$ cat config.mk
export PLATFORM = sky130hd
export DESIGN_NAME = dfla_ctrl
export DESIGN_NICKNAME = d
export VERILOG_FILES = /design/src/hdl/dfla_pkg.sv /design/src/hdl/dfla_ctrl.sv
export VERILOG_INCLUDE_DIRS = /design/src /design/src/hdl
export SDC_FILE = /design/constraint.sdc
export NUM_CORES = 1
export LEC_CHECK = 0
export BUFFER_PORTS_ARGS = -buffer_cell sky130_fd_sc_hd__buf_2
export CAP_MARGIN = 20
export CELL_PAD_IN_SITES_DETAIL_PLACEMENT = 0
export CELL_PAD_IN_SITES_GLOBAL_PLACEMENT = 2
export CORE_AREA = 2 2 39 41
export CTS_BUF_LIST = sky130_fd_sc_hd__clkbuf_2 sky130_fd_sc_hd__clkbuf_4 sky130_fd_sc_hd__clkbuf_8
export CTS_CLUSTER_DIAMETER = 30
export DETAILED_ROUTE_END_ITERATION = 8
export DIE_AREA = 0 0 41 43
export PLACE_DENSITY = 0.55
export SETUP_SLACK_MARGIN = 0.2
export SYNTH_ARGS = -nofsm -noshare
export SYNTH_HDL_FRONTEND = slang
export SYNTH_SLANG_ARGS = --single-unit
$ cat constraint.sdc
create_clock -name clk -period 1.2 [get_ports clk]
set_input_delay 0 -clock clk [delete_from_list [all_inputs] [get_ports clk]]
set_output_delay 0 -clock clk [all_outputs]
set_load 0.01 [all_outputs]
$ cat src/hdl/dual_free_list_allocator_core_assert.svh
// ----------------------------------------------------------------------------
// dual free-list allocator assertion macros
// implication checks, same cycle and next cycle, empty under synthesis
// ----------------------------------------------------------------------------
`ifndef DUAL_FREE_LIST_ALLOCATOR_CORE_ASSERT_SVH
`define DUAL_FREE_LIST_ALLOCATOR_CORE_ASSERT_SVH

`ifndef SYNTHESIS
`define DFLA_ASSERT_IMPL(label, clk, rst, ante, cons, msg) \
  label: assert property (@(posedge clk) disable iff (rst) (ante) |-> (cons)) \
    else $error(msg);
`define DFLA_ASSERT_NEXT(label, clk, rst, ante, cons, msg) \
  label: assert property (@(posedge clk) disable iff (rst) (ante) |=> (cons)) \
    else $error(msg);
`else
`define DFLA_ASSERT_IMPL(label, clk, rst, ante, cons, msg)
`define DFLA_ASSERT_NEXT(label, clk, rst, ante, cons, msg)
`endif

`endif

$ cat src/hdl/dfla_pkg.sv
// ----------------------------------------------------------------------------
// dfla_pkg
// shared widths, codes and command/status types of the dual free-list allocator
// ----------------------------------------------------------------------------
package dfla_pkg;

  localparam int LIST_SLOTS_DEF  = 256;
  localparam int ENTRY_SLOTS_DEF = 4096;

  localparam int OPCODE_W = 3;
  localparam int INDEX_W  = 12;
  localparam int LINK_W   = 13;
  localparam int CHAIN_W  = 13;
  localparam int GRANT_W  = 13;
  localparam int STATUS_W = 2;
  localparam int LCNT_W   = 9;
  localparam int ECNT_W   = 13;
  localparam int LCFG_W   = 9;
  localparam int ECFG_W   = 13;
  localparam int SIZE_W   = (LCFG_W > ECFG_W) ? LCFG_W : ECFG_W;
  localparam int CFG_IDX_W  = 1;
  localparam int CFG_DATA_W = SIZE_W;

  localparam logic [LCFG_W-1:0] LIST_SIZE_RST  = LCFG_W'(256);
  localparam logic [ECFG_W-1:0] ENTRY_SIZE_RST = ECFG_W'(4096);

  // configuration register indexes
  localparam logic [CFG_IDX_W-1:0] REG_LIST_SIZE  = CFG_IDX_W'(0);
  localparam logic [CFG_IDX_W-1:0] REG_ENTRY_SIZE = CFG_IDX_W'(1);

  // status codes
  localparam logic [STATUS_W-1:0] ST_OK    = STATUS_W'(0);
  localparam logic [STATUS_W-1:0] ST_EMPTY = STATUS_W'(1);
  localparam logic [STATUS_W-1:0] ST_RANGE = STATUS_W'(2);

  typedef enum logic [OPCODE_W-1:0] {
    OP_INIT        = 3'd0,
    OP_ALLOC_LIST  = 3'd1,
    OP_FREE_LIST   = 3'd2,
    OP_ALLOC_ENTRY = 3'd3,
    OP_FREE_ENTRY  = 3'd4,
    OP_FREE_CHAIN  = 3'd5,
    OP_LINK_WRITE  = 3'd6
  } op_t;

  typedef struct packed {
    logic accept;
    logic exec;
    logic init_run;
  } dfla_cmd_t;

  typedef struct packed {
    logic init_last;
  } dfla_stat_t;

endpackage

$ cat src/hdl/dfla_ctrl.sv
// ----------------------------------------------------------------------------
// dfla_ctrl
// request sequencer: a common execute state for every operation, a slot sweep for init
// ----------------------------------------------------------------------------
`include "dual_free_list_allocator_core_assert.svh"

module dfla_ctrl (
  input  logic                           clk,
  input  logic                           rst,
  input  logic                           start,
  input  logic [dfla_pkg::OPCODE_W-1:0]  opcode,
  input  dfla_pkg::dfla_stat_t           stat,
  output dfla_pkg::dfla_cmd_t            cmd,
  output logic                           busy,
  output logic                           done
);
  import dfla_pkg::*;

  typedef enum logic [1:0] {
    S_IDLE,
    S_EXEC,
    S_INIT
  } state_t;

  state_t state;
  logic   accept;

  assign busy   = (state != S_IDLE);
  assign accept = start && !busy;

  always_ff @(posedge clk) begin
    if (rst) begin
      state <= S_IDLE;
      done  <= 1'b0;
    end else begin
      done <= 1'b0;
      unique case (state)
        S_IDLE: begin
          if (accept) begin
            state <= (opcode == OP_INIT) ? S_INIT : S_EXEC;
          end
        end
        S_EXEC: begin
          state <= S_IDLE;
          done  <= 1'b1;
        end
        S_INIT: begin
          if (stat.init_last) begin
            state <= S_IDLE;
            done  <= 1'b1;
          end
        end
        default: begin
          state <= S_IDLE;
        end
      endcase
    end
  end

  assign cmd.accept   = accept;
  assign cmd.exec     = (state == S_EXEC);
  assign cmd.init_run = (state == S_INIT);

  `DFLA_ASSERT_NEXT(a_exec_single, clk, rst, state == S_EXEC, done && !busy, "exec too long")
  `DFLA_ASSERT_IMPL(a_done_idle, clk, rst, done, !busy, "result strobe while busy")
  `DFLA_ASSERT_NEXT(a_accept_busy, clk, rst, start && !busy, busy && !done, "request not started")

endmodule

* After elaboration in Yosys (flattened, before gate mapping) *
Cells that the tools add are included.

cells by class
  $add $sub $neg = 0
  multipliers = 0
  div/mod/pow operators = 0
  order comparisons = 0
  eq/ne operators = 4
  shifts and indexed selects = 0
  multiplexer cells = 6
  bitwise gates (word level) = 0
  reductions and logical operators = 6

operators by type and width
  cell                                                              count
  2-bit two-way mux                                                 3
  2-bit != test (second input constant)                             2
  2-bit case mux with 2 select lines                                1
  3-bit logical NOT                                                 1
  2-bit by 1-bit == test with 1-bit output (second input constant)  1
  2-bit == test (second input constant)                             1
  2-bit logical NOT                                                 1
  1-bit case mux with 2 select lines                                1
  2-bit AND reduction                                               1
  2-bit nonzero test                                                1
  1-bit logical AND                                                 1
  1-bit logical NOT                                                 1
  1-bit two-way mux                                                 1

word-level totals
  bits in registers = 3
  latch bits = 0
  bits in writable memories = 0
  memory bits (read-only) = 0
  input bits = 7
  output and inout bits = 5
  logic and storage cells = 18
  memories = 0

* Longest topological paths before layout *
  depth after elaboration = 5
  depth in mapped cells = 5
  depth with buffers taken out = 5

* Worst setup path before layout *
OpenSTA, ideal clock, no wires.

  path kind = reg2reg
  from = register state[0]
  to = register state[0]
  library setup time = 119 ps
  data arrival time = 1007 ps
  data required time = 1081 ps
  setup slack = 74 ps
  stages on the path, launching flop included = 6
  buffers on the path = 0
  clock period less this slack = 1126 ps
  cells stage by stage = dfxtp_1 -> inv_1 -> ha_1 -> nor2b_2 -> o21ai_0 -> a21oi_1

RTL lines
  what                    line             source
  from (decl)             dfla_ctrl.sv:25  state_t state;
  from (signal assigned)  dfla_ctrl.sv:40  state <= (opcode == OP_INIT) ? S_INIT : S_EXEC;

==> results.md <==
- Final Non-Filler Cells: 57
- Final wirelength: approximately 560 um
- CP top delay family: flip-flops
- Vias: 220
- Synth Instances: 24
- Row cnt: 14
- Fin crit share: 0.881
- VDD IR max: 427 uV
- R2R Setup Slk: ~0.15 ns
- Total track usage: 0.0873
- Crit path cell chain: inv_4 > ha_4 > and2_4 > buf_6
- Worst r2r src: state[1]
- DIE HEIGHT: around 43 um
- Min-Delay Path Depth: 4
- TritonRoute pass-1 iters: 4
- RSZ-0062 raised after global routing: yes
- Synth Warn #: 0
- Layout cell share with drive strength beyond 1: 0.683
- DRC viols: 0
- Sink Count: 3
- Fin crit period: between 1 and 1.5 ns
- Max Cap Viol: 0
- Outcome: finished, final reports clean
- Antenna violations before repair: 0
- Setup Skew: 0.00546 ns
- Pre-CTS setup slack: between 0.1 and 0.15 ns
- Slowest-stage cell, CP: dfxtp_2
- Static leakage: about 0.00017 uW
- Global-route wire length before repair: ~950 um
- H-tree Lvls: 1
- Reg area: roughly 65 um^2
- Worst setup path category: reg -> out
- Synth unique cells: 14
- Worst-Margin Slew: between 0.15 and 0.2 ns
- Post-Syn Area: 213 um^2
- Max incr delay on CP: 0.35 ns
- Worst endpoint required time: between 1 and 1.5 ns
- Placer Congestion: around 0.73
- R2r worst-path depth: 5
- DP HPWL: 379 um
- Pin count of the biggest net entering global routing: 4
- CTS Buf Count: 3
- Filler Cell Count: approximately 160
- # IOs: 12
- Clk root buf: clkbuf_4
- DR iter-0 viols: 4
- Die area: approximately 1800 um^2
- CTS max path bufs: 2
- Syn nets: 35
- Setup TNS Final: 0 ns
- GRT overflow: 0
- Worst-Skew Late Latency: between 0.2 and 0.3 ns
- Worst setup path start: state[0]
- CTS tree: built
- PwrDens: 1030 nW/um^2
- Worst path arrival time: about 1.1 ns
- HP Start: opcode[0]
- Vias in the first global route: 237
- Endpoints failing setup: 0
- Worst Setup End Kind: output port
- Antenna Nets Post-Route: 0
- Fin. Hold Viols: 0
- WHS Endpoint: state[1]
- Mapped Avg Cell Area: between 8 and 9 um^2
- Drt wl/cell: about 9.9 um
- Critical path buffer and inverter count: 2
- Core Region: 1380 um^2
- Slew headroom: 0.887
- CTS clk-pin slew, worst paths: approximately 0.04 ns
- #FFs+latches synth: 3
- Fin worst setup slack: about 0.14 ns
- Multi-input gate area: around 170 um^2
- Sequential fraction of the synthesis area: 0.282
- PortBufs: 11
- ANT cells: 0
- Fmax: 946 MHz
- Crit Reg-Reg Endpoint: state[0]
- Final Max Slew Viols: 0
- Via density per instance: between 3 and 4
- CP Launch Type: flip-flop
- NumNets Final: 53
- Worst-path fanout max: 3
- Starting Density: 0.154
- Die Wd: between 40 and 50 um
- Worst min path class: in -> reg
- P&R area growth vs syn: 85.9%
- Dpl cells: 50
## stage by stage
stage / hold slack (ns) / cell area, um^2 / total power (uW) / utilization
after floorplan: 0.0617 / 230 / 150 / -
after global placement: 0.192 / 298 / 173 / 0.215
after detailed placement: 0.195 / 298 / 173 / 0.215
after CTS: 0.0416 / 384 / 411 / 0.278
after global routing: 0.0754 / 395 / 435 / 0.286
final: 0.0391 / 395 / 408 / 0.286
## layout by cell type, fill, tap and decap left out, types with 2 or more instances in the layout
master,instances
a21oi_1,3
buf_6,3
clkbuf_4,4
o21ai_1,2
ha_4,2
buf_2,9
## worst reg2reg max path, delay by kind of cell (launching register included)
| family | cells | cell delay [ns] |
|---|---|---|
| DFF | 1 | 0.34 |
| AOI/OAI and AO/OA | 2 | 0.19 |
| buffers and inverters | 1 | 0.12 |
| and+or+nand+nor | 1 | 0.12 |
| adders and majority gates | 1 | 0.15 |
## report_power, final
part | internal, uW | switching, uW | leakage, uW
registers | 103 | 4.30 | 0.0000256
clock network | 148 | 63.8 | 0.0000184
logic | 49.2 | 39.1 | 0.000130
total | 301 | 107 | 0.000174
## kinds of logic after synthesis
family                     Yosys count  synth area share
and+or+nand+nor                      8             0.277
AOI/OAI and AO/OA                    5             0.118
buffers and inverters                4            0.0882
adders and majority gates            4             0.235
DFF                                  3             0.282
## metal layers
| metal | global-route usage | wire [um] | up-vias |
|---|---|---|---|
| li1 | - | - | 112 |
| met1 | 0.0707 | 172 | 96 |
| met2 | 0.138 | 316 | 10 |
| met3 | 0.0471 | 56 | 2 |
| met4 | 0.0800 | 17 | 0 |
| met5 | 0 | 0 | - |
## repair_timing
item	in CTS	in global routing
setup endpoints to repair	5	6
hold buffers	1	0
resized for setup	8	3
pin swaps	6	3
setup buffers	2	0
endpoints found under the hold margin	3	0
## Yosys cell counts
cell type,number,area share
nand2b_1,1,0.029
nand3b_1,1,0.035
nand3_1,1,0.024
nor2b_2,1,0.041
nor3b_1,1,0.035
dfxtp_1,3,0.28
and2_2,1,0.035
nor3_2,1,0.047
ha_1,4,0.24
inv_1,3,0.053
nor2b_1,1,0.029
a21oi_1,3,0.071
buf_4,1,0.035
o21ai_0,2,0.047
## layout make-up
| cell class | count | share of cell area |
|---|---|---|
| Clock buffer | 4 | 0.0759 |
| Inverter | 3 | 0.0348 |
| Multi-Input combinational cell | 17 | 0.430 |
| Sequential cell | 3 | 0.165 |
| Tap cell | 16 | 0.0506 |
| Timing Repair Buffer | 14 | 0.244 |
## state kept, by name, summed over array words and instances (netlist names)
name / cells
done: 1
state: 2
## worst max-delay path by stage
stage	cells past startpoint	endpoint
after detailed placement	5	state[1]
after CTS	4	cmd[2]
final	4	cmd[2]
after global routing	5	state[1]
after global placement	5	state[1]
after floorplan	5	state[0]
Power figures use the tool's default switching activity.
